`src/rct_pkg.sv`:
```
// ----------------------------------------------------------------------------
// rct_pkg
// Shared types and widths for the concurrency tuner.
// ----------------------------------------------------------------------------
package rct_pkg;

   // field widths
   localparam int LOAD_W = 10;
   localparam int RATE_W = 32;

   // rate divider: dividend is count*256 (17 bit count), divisor is elapsed ticks
   localparam int DVD_W = 25;
   localparam int DVS_W = 32;

   // fit verdict passed from the fit unit to the control
   typedef struct packed {
      logic sc_zero;   // concurrency has no variation
      logic cov_low;   // covariance magnitude below threshold
      logic pos;       // covariance positive
   } fit_res_type;

endpackage

```
`src/rct_div.sv`:
```
// ----------------------------------------------------------------------------
// rct_div
// Restoring divider, one quotient bit per cycle.
// ----------------------------------------------------------------------------
module rct_div
   import rct_pkg::*;
(
   input  logic             clock,
   input  logic             reset,
   input  logic             start,
   input  logic [DVD_W-1:0] dividend,
   input  logic [DVS_W-1:0] divisor,
   output logic             done,
   output logic [DVD_W-1:0] quotient
);

   localparam int SW = $clog2(DVD_W);

   logic             busy_ff;
   logic [SW-1:0]    step_ff;
   logic [DVS_W:0]   rem_ff;
   logic [DVD_W-1:0] quo_ff;
   logic [DVS_W-1:0] dvs_ff;
   logic             done_ff;

   logic [DVS_W:0]   rem_sh;
   logic             fit;

   // shift in next dividend bit, trial subtract
   assign rem_sh = {rem_ff[DVS_W-1:0], quo_ff[DVD_W-1]};
   assign fit    = rem_sh >= {1'b0, dvs_ff};

   always_ff @(posedge clock) begin
      if (reset) begin
         busy_ff <= 1'b0;
         done_ff <= 1'b0;
         step_ff <= '0;
      end else begin
         done_ff <= 1'b0;
         if (start) begin
            busy_ff <= 1'b1;
            step_ff <= '0;
            rem_ff  <= '0;
            quo_ff  <= dividend;
            dvs_ff  <= divisor;
         end else if (busy_ff) begin
            rem_ff  <= fit ? (rem_sh - {1'b0, dvs_ff}) : rem_sh;
            quo_ff  <= {quo_ff[DVD_W-2:0], fit};
            step_ff <= step_ff + 1'b1;
            if (step_ff == SW'(DVD_W - 1)) begin
               busy_ff <= 1'b0;
               done_ff <= 1'b1;
            end
         end
      end
   end

   assign done     = done_ff;
   assign quotient = quo_ff;

endmodule

```
`src/rct_fit.sv`:
```
// ----------------------------------------------------------------------------
// rct_fit
// Sample window memory and least-squares fit: walks the window once to build
// the sums, then forms the cross products with shift-add multipliers.
// ----------------------------------------------------------------------------
module rct_fit
   import rct_pkg::*;
#(
   parameter int WINDOW = 16
) (
   input  logic                              clock,
   input  logic                              reset,
   input  logic                              wr_en,
   input  logic [$clog2(WINDOW)-1:0]         wr_addr,
   input  logic [LOAD_W-1:0]                 wr_load,
   input  logic [RATE_W-1:0]                 wr_rate,
   input  logic                              start,
   input  logic [$clog2(WINDOW+1)-1:0]       n,
   output logic                              done,
   output fit_res_type                       res
);

   localparam int NW   = $clog2(WINDOW + 1);
   localparam int IW   = $clog2(WINDOW);
   localparam int CW   = LOAD_W;
   localparam int VW   = RATE_W;
   localparam int SCW  = CW + NW;
   localparam int SVW  = VW + NW;
   localparam int SCCW = 2 * CW + NW;
   localparam int SCVW = CW + VW + NW;
   localparam int PW   = SCVW + NW;
   localparam int TW   = $clog2(SCW + 1);

   localparam logic [2:0] F_IDLE = 3'd0;
   localparam logic [2:0] F_WALK = 3'd1;
   localparam logic [2:0] F_MUL  = 3'd2;
   localparam logic [2:0] F_DIFF = 3'd3;
   localparam logic [2:0] F_RES  = 3'd4;

   // window storage: {load, rate}
   logic [CW+VW-1:0] mem [WINDOW];

   logic [2:0]       state_ff;
   logic [NW-1:0]    n_ff;
   logic [NW-1:0]    iss_ff;
   logic [NW-1:0]    acc_cnt_ff;
   logic             rd_vld_ff;
   logic [CW+VW-1:0] rd_q_ff;
   logic             p_vld_ff;
   logic [CW-1:0]    pc_ff;
   logic [VW-1:0]    pv_ff;
   logic [2*CW-1:0]  pcc_ff;
   logic [CW+VW-1:0] pcv_ff;
   logic [SCW-1:0]   sc_ff;
   logic [SCCW-1:0]  scc_ff;
   logic [SVW-1:0]   sv_ff;
   logic [SCVW-1:0]  scv_ff;
   logic [NW-1:0]    mn_ff;
   logic [SCW-1:0]   msc_ff;
   logic [PW-1:0]    scc_sh_ff, sc_sh_ff, scv_sh_ff, sv_sh_ff;
   logic [PW-1:0]    pa_ff, pb_ff, pc2_ff, pd_ff;
   logic [TW-1:0]    step_ff;
   logic             sc_zero_ff;
   logic [PW:0]      cov_ff;
   logic             done_ff;
   fit_res_type      res_ff;

   logic             issue;
   logic [PW:0]      mag;
   logic [31:0]      mag_scaled;
   logic [31:0]      n_scaled;
   logic             cov_low;

   assign issue = (state_ff == F_WALK) && (iss_ff < n_ff);

   // memory: one write port, one registered read port
   always_ff @(posedge clock) begin
      if (wr_en) begin
         mem[wr_addr] <= {wr_load, wr_rate};
      end
      rd_q_ff <= mem[iss_ff[IW-1:0]];
   end

   // covariance threshold test
   assign mag        = cov_ff[PW] ? (~cov_ff + 1'b1) : cov_ff;
   assign mag_scaled = 32'(mag[2:0]) * 32'd10000;
   assign n_scaled   = 32'(n_ff) << 8;
   assign cov_low    = (mag < (PW+1)'(7)) && (mag_scaled < n_scaled);

   // walk, multiply and decide
   always_ff @(posedge clock) begin
      if (reset) begin
         state_ff  <= F_IDLE;
         rd_vld_ff <= 1'b0;
         p_vld_ff  <= 1'b0;
         done_ff   <= 1'b0;
      end else begin
         done_ff   <= 1'b0;
         rd_vld_ff <= issue;
         p_vld_ff  <= rd_vld_ff;
         // product stage on the word just read
         pc_ff  <= rd_q_ff[CW+VW-1:VW];
         pv_ff  <= rd_q_ff[VW-1:0];
         pcc_ff <= (2*CW)'(rd_q_ff[CW+VW-1:VW]) * (2*CW)'(rd_q_ff[CW+VW-1:VW]);
         pcv_ff <= (CW+VW)'(rd_q_ff[CW+VW-1:VW]) * (CW+VW)'(rd_q_ff[VW-1:0]);
         case (state_ff)
            F_IDLE: begin
               if (start) begin
                  n_ff       <= n;
                  iss_ff     <= '0;
                  acc_cnt_ff <= '0;
                  sc_ff      <= '0;
                  scc_ff     <= '0;
                  sv_ff      <= '0;
                  scv_ff     <= '0;
                  state_ff   <= F_WALK;
               end
            end
            F_WALK: begin
               if (issue) begin
                  iss_ff <= iss_ff + 1'b1;
               end
               if (p_vld_ff) begin
                  sc_ff      <= sc_ff + SCW'(pc_ff);
                  scc_ff     <= scc_ff + SCCW'(pcc_ff);
                  sv_ff      <= sv_ff + SVW'(pv_ff);
                  scv_ff     <= scv_ff + SCVW'(pcv_ff);
                  acc_cnt_ff <= acc_cnt_ff + 1'b1;
               end
               if (acc_cnt_ff == n_ff) begin
                  mn_ff     <= n_ff;
                  msc_ff    <= sc_ff;
                  scc_sh_ff <= PW'(scc_ff);
                  sc_sh_ff  <= PW'(sc_ff);
                  scv_sh_ff <= PW'(scv_ff);
                  sv_sh_ff  <= PW'(sv_ff);
                  pa_ff     <= '0;
                  pb_ff     <= '0;
                  pc2_ff    <= '0;
                  pd_ff     <= '0;
                  step_ff   <= '0;
                  state_ff  <= F_MUL;
               end
            end
            F_MUL: begin
               // n*scc, sc*sc, n*scv, sc*sv one multiplier bit per cycle
               if (mn_ff[0]) begin
                  pa_ff  <= pa_ff + scc_sh_ff;
                  pc2_ff <= pc2_ff + scv_sh_ff;
               end
               if (msc_ff[0]) begin
                  pb_ff <= pb_ff + sc_sh_ff;
                  pd_ff <= pd_ff + sv_sh_ff;
               end
               mn_ff     <= mn_ff >> 1;
               msc_ff    <= msc_ff >> 1;
               scc_sh_ff <= scc_sh_ff << 1;
               sc_sh_ff  <= sc_sh_ff << 1;
               scv_sh_ff <= scv_sh_ff << 1;
               sv_sh_ff  <= sv_sh_ff << 1;
               step_ff   <= step_ff + 1'b1;
               if (step_ff == TW'(SCW - 1)) begin
                  state_ff <= F_DIFF;
               end
            end
            F_DIFF: begin
               sc_zero_ff <= (pa_ff == pb_ff);
               cov_ff     <= {1'b0, pc2_ff} - {1'b0, pd_ff};
               state_ff   <= F_RES;
            end
            F_RES: begin
               res_ff.sc_zero <= sc_zero_ff;
               res_ff.cov_low <= cov_low;
               res_ff.pos     <= !cov_ff[PW] && (cov_ff != '0);
               done_ff        <= 1'b1;
               state_ff       <= F_IDLE;
            end
            default: state_ff <= F_IDLE;
         endcase
      end
   end

   assign done = done_ff;
   assign res  = res_ff;

endmodule

```
`src/regression_concurrency_tuner.sv`:
```
// ----------------------------------------------------------------------------
// regression_concurrency_tuner
// Concurrency limit recommender: samples completion rate per tick interval
// and moves the limit by the sign of a least-squares fit of rate on load (up if unclear).
// ----------------------------------------------------------------------------
// Flow: a tick or a completion that closes no sample answers in the cycle after
//   acceptance. A closing completion passes the 25-step rate divider (skipped when no
//   tick has elapsed), the window walk over the single memory read port and the
//   shift-add product unit, then waits in S_OUT for a free output register.
// Throughput: one transaction at a time; a new one is taken in S_IDLE once the output
//   register is empty or its result is being taken (rsp_tready).
// Reset: synchronous; counters, window fill and head clear, the limit loads 1,
//   configuration registers return to their defaults. Window memory needs no clearing.
// ----------------------------------------------------------------------------
module regression_concurrency_tuner
   import rct_pkg::*;
#(
   parameter int WINDOW = 16
) (
   input  logic        clock,
   input  logic        reset,
   // input channel
   input  logic        req_tvalid,
   output logic        req_tready,
   input  logic [15:0] req_tdata,    // [9:0] current_concurrency
   input  logic        req_tuser,    // [0] cmd
   // result channel
   output logic        rsp_tvalid,
   input  logic        rsp_tready,
   output logic [47:0] rsp_tdata,    // [9:0] recommended_limit, [41:10] velocity,
                                     // [43:42] adjust
   output logic        rsp_tuser,    // [0] sample_taken
   // configuration
   input  logic        csr_wr_en,
   input  logic [1:0]  csr_index,
   input  logic [15:0] csr_wr_data
);

   localparam int NW = $clog2(WINDOW + 1);
   localparam int IW = $clog2(WINDOW);

   localparam logic [1:0] CSR_SAMPLE_INTERVAL = 2'd0;
   localparam logic [1:0] CSR_MIN_LIMIT       = 2'd1;
   localparam logic [1:0] CSR_MAX_LIMIT       = 2'd2;
   localparam logic [1:0] CSR_INITIAL_LIMIT   = 2'd3;

   localparam logic CMD_COMPLETION = 1'b0;

   localparam logic [1:0] ADJ_NONE = 2'd0;
   localparam logic [1:0] ADJ_UP   = 2'd1;
   localparam logic [1:0] ADJ_DOWN = 2'd2;

   localparam logic [2:0] S_IDLE  = 3'd0;
   localparam logic [2:0] S_DIV   = 3'd1;
   localparam logic [2:0] S_WRITE = 3'd2;
   localparam logic [2:0] S_START = 3'd3;
   localparam logic [2:0] S_FIT   = 3'd4;
   localparam logic [2:0] S_APPLY = 3'd5;
   localparam logic [2:0] S_OUT   = 3'd6;

   logic [15:0]       interval_ff;
   logic [9:0]        min_ff, max_ff;
   logic [9:0]        limit_ff;
   logic [15:0]       count_ff;
   logic [31:0]       elapsed_ff;
   logic [IW-1:0]     head_ff;
   logic [NW-1:0]     fill_ff;
   logic [31:0]       last_rate_ff;
   logic [31:0]       rate_ff;
   logic [9:0]        conc_ff;
   logic [2:0]        state_ff;
   logic              up_ff;
   logic [1:0]        adj_ff;

   logic              rsp_vld_ff;
   logic [9:0]        o_limit_ff;
   logic              o_taken_ff;
   logic [31:0]       o_vel_ff;
   logic [1:0]        o_adj_ff;

   logic              out_free;
   logic              accept;
   logic [16:0]       cnt_in;
   logic              div_start;
   logic              div_done;
   logic [DVD_W-1:0]  div_q;
   logic              fit_start;
   logic              fit_done;
   fit_res_type       fit_res;

   assign out_free   = !rsp_vld_ff || rsp_tready;
   assign req_tready = (state_ff == S_IDLE) && out_free;
   assign accept     = req_tvalid && req_tready;
   assign cnt_in     = {1'b0, count_ff} + 17'd1;
   assign div_start  = accept && (req_tuser == CMD_COMPLETION)
                       && (cnt_in >= {1'b0, interval_ff}) && (elapsed_ff != '0);
   assign fit_start  = (state_ff == S_START) && (fill_ff >= NW'(2));

   rct_div u_div (
      .clock    (clock),
      .reset    (reset),
      .start    (div_start),
      .dividend ({cnt_in, 8'd0}),
      .divisor  (elapsed_ff),
      .done     (div_done),
      .quotient (div_q)
   );

   rct_fit #(.WINDOW(WINDOW)) u_fit (
      .clock   (clock),
      .reset   (reset),
      .wr_en   (state_ff == S_WRITE),
      .wr_addr (head_ff),
      .wr_load (conc_ff),
      .wr_rate (rate_ff),
      .start   (fit_start),
      .n       (fill_ff),
      .done    (fit_done),
      .res     (fit_res)
   );

   // control sequencer, state and result register
   always_ff @(posedge clock) begin
      if (reset) begin
         interval_ff  <= 16'd16;
         min_ff       <= 10'd1;
         max_ff       <= 10'd1023;
         limit_ff     <= 10'd1;
         count_ff     <= '0;
         elapsed_ff   <= '0;
         head_ff      <= '0;
         fill_ff      <= '0;
         last_rate_ff <= '0;
         state_ff     <= S_IDLE;
         rsp_vld_ff   <= 1'b0;
      end else begin
         if (rsp_vld_ff && rsp_tready) begin
            rsp_vld_ff <= 1'b0;
         end
         // configuration writes
         if (csr_wr_en) begin
            case (csr_index)
               CSR_SAMPLE_INTERVAL: interval_ff <= csr_wr_data;
               CSR_MIN_LIMIT:       min_ff      <= csr_wr_data[9:0];
               CSR_MAX_LIMIT:       max_ff      <= csr_wr_data[9:0];
               CSR_INITIAL_LIMIT:   limit_ff    <= csr_wr_data[9:0];
               default: ;
            endcase
         end
         case (state_ff)
            S_IDLE: begin
               if (accept) begin
                  conc_ff <= req_tdata[9:0];
                  if (req_tuser != CMD_COMPLETION || cnt_in < {1'b0, interval_ff}) begin
                     // tick or plain completion: answer at once
                     if (req_tuser != CMD_COMPLETION) begin
                        if (elapsed_ff != 32'hFFFF_FFFF) begin
                           elapsed_ff <= elapsed_ff + 32'd1;
                        end
                     end else begin
                        count_ff <= cnt_in[15:0];
                     end
                     rsp_vld_ff <= 1'b1;
                     o_limit_ff <= limit_ff;
                     o_taken_ff <= 1'b0;
                     o_vel_ff   <= last_rate_ff;
                     o_adj_ff   <= ADJ_NONE;
                  end else if (elapsed_ff == '0) begin
                     rate_ff  <= 32'hFFFF_FFFF;
                     state_ff <= S_WRITE;
                  end else begin
                     state_ff <= S_DIV;
                  end
               end
            end
            S_DIV: begin
               if (div_done) begin
                  rate_ff  <= 32'(div_q);
                  state_ff <= S_WRITE;
               end
            end
            S_WRITE: begin
               // new sample goes into the ring
               head_ff      <= (head_ff == IW'(WINDOW - 1)) ? '0 : head_ff + 1'b1;
               if (fill_ff < NW'(WINDOW)) begin
                  fill_ff <= fill_ff + 1'b1;
               end
               last_rate_ff <= rate_ff;
               elapsed_ff   <= '0;
               count_ff     <= '0;
               state_ff     <= S_START;
            end
            S_START: begin
               if (fill_ff < NW'(2)) begin
                  up_ff    <= 1'b1;
                  state_ff <= S_APPLY;
               end else begin
                  state_ff <= S_FIT;
               end
            end
            S_FIT: begin
               if (fit_done) begin
                  up_ff    <= fit_res.sc_zero || fit_res.cov_low || fit_res.pos;
                  state_ff <= S_APPLY;
               end
            end
            S_APPLY: begin
               // bounded step of the limit
               if (up_ff && limit_ff < max_ff) begin
                  limit_ff <= limit_ff + 10'd1;
                  adj_ff   <= ADJ_UP;
               end else if (!up_ff && limit_ff > min_ff) begin
                  limit_ff <= limit_ff - 10'd1;
                  adj_ff   <= ADJ_DOWN;
               end else begin
                  adj_ff <= ADJ_NONE;
               end
               state_ff <= S_OUT;
            end
            S_OUT: begin
               if (out_free) begin
                  rsp_vld_ff <= 1'b1;
                  o_limit_ff <= limit_ff;
                  o_taken_ff <= 1'b1;
                  o_vel_ff   <= last_rate_ff;
                  o_adj_ff   <= adj_ff;
                  state_ff   <= S_IDLE;
               end
            end
            default: state_ff <= S_IDLE;
         endcase
      end
   end

   assign rsp_tvalid = rsp_vld_ff;
   assign rsp_tdata  = {4'd0, o_adj_ff, o_vel_ff, o_limit_ff};
   assign rsp_tuser  = o_taken_ff;

   // ---------------------------------------------------------------------
   // assertions
   // ---------------------------------------------------------------------
   a_accept_idle: assert property (@(posedge clock) disable iff (reset)
      accept |-> (state_ff == S_IDLE))
      else $error("transaction accepted while a sample is in progress");

   a_limit_step: assert property (@(posedge clock) disable iff (reset)
      (!$past(csr_wr_en) && !$past(reset) && limit_ff != $past(limit_ff)) |->
      (limit_ff == $past(limit_ff) + 10'd1 || limit_ff + 10'd1 == $past(limit_ff)))
      else $error("limit moved by more than one step");

   a_fill_bound: assert property (@(posedge clock) disable iff (reset)
      fill_ff <= NW'(WINDOW))
      else $error("window fill beyond depth");

   a_taken_adj: assert property (@(posedge clock) disable iff (reset)
      (rsp_vld_ff && !o_taken_ff) |-> (o_adj_ff == ADJ_NONE))
      else $error("adjust reported without a sample");

endmodule
```
`config.mk`:
```
export PLATFORM = sky130hd
export DESIGN_NAME = regression_concurrency_tuner
export DESIGN_NICKNAME = d
export VERILOG_FILES = /design/src/rct_pkg.sv /design/src/rct_div.sv /design/src/rct_fit.sv /design/src/regression_concurrency_tuner.sv
export SDC_FILE = /design/constraint.sdc
export NUM_CORES = 2
export LEC_CHECK = 0
export ABC_AREA = 1
export BUFFER_PORTS_ARGS = -buffer_cell sky130_fd_sc_hd__buf_4
export CAP_MARGIN = 20
export CORE_ASPECT_RATIO = 1.4
export CORE_MARGIN = 4
export CORE_UTILIZATION = 25
export DETAILED_ROUTE_END_ITERATION = 8
export MAX_ROUTING_LAYER = met4
export PLACE_DENSITY_LB_ADDON = 0.08
export SETUP_SLACK_MARGIN = 0.05
export SYNTH_ARGS = -nofsm -noshare
export SYNTH_HDL_FRONTEND = slang
export SYNTH_SLANG_ARGS = --single-unit
export TNS_END_PERCENT = 1
```
`constraint.sdc`:
```
create_clock -name clock -period 15.4 [get_ports clock]
set_input_delay 1.54 -clock clock [delete_from_list [all_inputs] [get_ports clock]]
set_output_delay 1.54 -clock clock [all_outputs]
set_load 0.005 [all_outputs]
```
==> results.ini <==
[cells_and_area]
drive_above_1_share = 0.04735
largest_reg_flops = 576
final_cell_mix = nand2_1, inv_1, nor2_1
final_common_cell = nand2_1
layout.cells.non_filler = 17500
syn_to_final_growth_pct = 12.88
layout.nets = 12770
reg.largest.list = u_fit.mem (576), u_fit.cov_ff (53)
top_register = u_fit.mem

[placement]
gp_congestion = 0.8897
post-place-ws_ps = 9000
port-buffer-count = 80
dpl.cell_count = 17140
dpl.hpwl_um = 265500

[synthesis]
yosys_warnings = 0
synth_cell_types = 62
synthesis.instances = 11830
seq_area_frac_synth = 0.4628
syn_area_um2 = 103600
synthFlopType = edfxtp_1
syn_area_per_cell_um2 = 8.760
synth-seq-cells = 1657
synth_edf_count = 1475
synthArstFlopShare = 0

[timing]
totalNegativeSetupSlack_ps = 0
finalHoldViolCount = 0
fin_skew_ps = 38.04
fmax_ghz = 0.1590
min_period_over_period = 0.4085
period_needed_ps = 6291
setup_viol = 0
drv_slew = 0
rsz0062_at_grt = no
fin_ws_ps = 9109
maxSlewHeadroom = 0.3204
worst_slew_pin_slew_ps = 1019

[clock_tree]
htreeDepth = 4
hold_buffers = 0
postCtsSetupBuffers = 0
insertion_delay_ps = 880
root_buffer = clkbuf_16
post_cts_resized = 0
cts_buffers = 196
cts_sinks = 1657
tritoncts = built
clock_path_buffers = 4
cts.clk_slew.worst_paths_ps = 60

[global_routing]
grt_remaining_overflow = 0
grt_pass1_wl_um = 530300
antenna_found_initial = 7
grt_pass1_vias = 82380
grt_max_degree = 146
track_usage = 0.1677

[critical_path]
arrival_ps = 6940
crit_path_end_kind = register
cp_slowest_cell = fa_1
crit_required_ps = 16050
start_kind = register
path_delay_family = adder cells
crit_buf_inv = 5
critical_path.max_stage_delay_ps = 570
crit_top_cell = fa_1
crit_chain = buf_4 -> nand2_1 -> fa_1 -> inv_1 -> fa_1 -> inv_1 -> fa_1 -> fa_1 -> inv_1 -> fa_1 -> ha_1 -> inv_1 -> o21bai_1 -> a31oi_1 -> o21ai_0 -> a21oi_1 -> o21ai_0 -> a21oi_1 -> xnor2_1
worstSetupPathType = register to register
worstPathMaxFanout = 37

[routing]
drc_errors = 0
vias_per_cell = 4.613
drt-total-wl_um = 356900
avgRoutedWirePerCell_um = 20.40
drt_first_pass_iters = 7
num_vias = 80720
drtIter0Drc = 4848
antenna_left = 0

[floorplanning]
coreArea_um2 = 412600
io_pins = 91
dieArea_um2 = 424800
die_height_um = 769.6
start_util = 0.2510
die_x_um = 552.0
num_rows = 279

[run]
maxCapViolCount = 0

[min_path]
hold_path_class = register to register

[outcome]
status = finished clean

-- stage by stage --
stage          utilization  area (um^2)  hold slack (ps)
4_1_cts             0.2834       116900            405.4
3_3_place_gp        0.2681       110600            394.6
3_5_place_dp        0.2681       110600            396.6
5_1_grt             0.2834       116900            420.5
6_report            0.2834       116900            403.6
2_1_floorplan            -       103600            388.3
-- kinds of logic (layout without fill, tap and decap cells) --
group           count (synthesis)  in the layout  synth area share
compound gates               2406           2406            0.1318
xor+xnor                      254            254           0.02148
fa+ha+maj                     868            868            0.1254
buf+inv                      1928           2116           0.07094
flops                        1657           1657            0.4628
mux                            60             60          0.005810
other cells                     1              6        0.00003620
simple gates                 4651           4651            0.1817
-- synth_stat cells, types with 7 or more instances --
cell type	instances	area, um^2
a211oi_1	8	60.06
a21boi_0	41	307.8
a21o_1	78	585.6
a21oi_1	925	4629
a31oi_1	99	619.3
and3_1	18	112.6
buf_1	46	172.7
buf_2	21	105.1
buf_4	14	105.1
clkbuf_1	247	927.1
dfxtp_1	182	3643
edfxtp_1	1475	44290
fa_1	284	5685
ha_1	584	7307
inv_1	1585	5949
mux2i_1	59	590.6
nand2_1	2348	8813
nand3_1	394	1972
nand3b_1	12	90.09
nand4_1	86	538.0
nor2_1	1535	5762
nor2_2	7	43.79
nor3_1	146	730.7
nor4_1	45	281.5
o2111ai_1	10	87.58
o211ai_1	54	405.4
o21a_1	60	450.4
o21ai_0	860	4304
o21ai_1	14	70.07
o21bai_1	71	533.0
o221ai_1	62	543.0
o31ai_1	10	75.07
o32ai_1	85	744.5
or2_2	30	187.7
xnor2_1	95	832.1
xor2_1	159	1393
-- path summary, 6_finish.rpt --
| check | slack, ps | startpoint | cells after the start | end |
|---|---|---|---|---|
| hold / removal | 400 | u_fit.rd_vld_ff | 2 | u_fit.p_vld_ff |
| setup reg to reg | 9110 | u_fit.rd_q_ff[35] | 19 | u_fit.pcv_ff[32] |
| setup / recovery | 9110 | u_fit.rd_q_ff[35] | 19 | u_fit.pcv_ff[32] |
| hold reg to reg | 400 | u_fit.rd_vld_ff | 2 | u_fit.p_vld_ff |
-- worst reg2reg max path, stage by stage, from the launching register on --
cell and delay [ps]:
dfxtp_2 310, buf_4 480, nand2_1 210, fa_1 570, inv_1 50, fa_1 490
inv_1 60, fa_1 470, fa_1 550, inv_1 50, fa_1 470, ha_1 460
inv_1 130, o21bai_1 310, a31oi_1 120, o21ai_0 340, a21oi_1 130, o21ai_0 340
a21oi_1 210, xnor2_1 330
-- layout make-up --
cell class,instances,area [um^2]
fillers,44150,295700
multi-input cells,8243,48530
well taps,5479,6855
inverters,1596,6025
diodes,2,5.005
clock buffers,248,5316
flip-flops and latches,1657,47950
repair buffers,164,1269
clock inverters,108,985.9
-- layer usage --
metal / up-vias / share of wire / GRT usage
met5: - / 0 / -
met2: 1332 / 0.53 / 0.3111
met4: 0 / 0.033 / 0.05036
li1: 40040 / - / -
met3: 494 / 0.027 / 0.01504
met1: 38850 / 0.41 / 0.1907
Power is left out: the tool's default activity adds up to more than one toggle a clock period on the data nets, which glitch-free logic cannot reach.
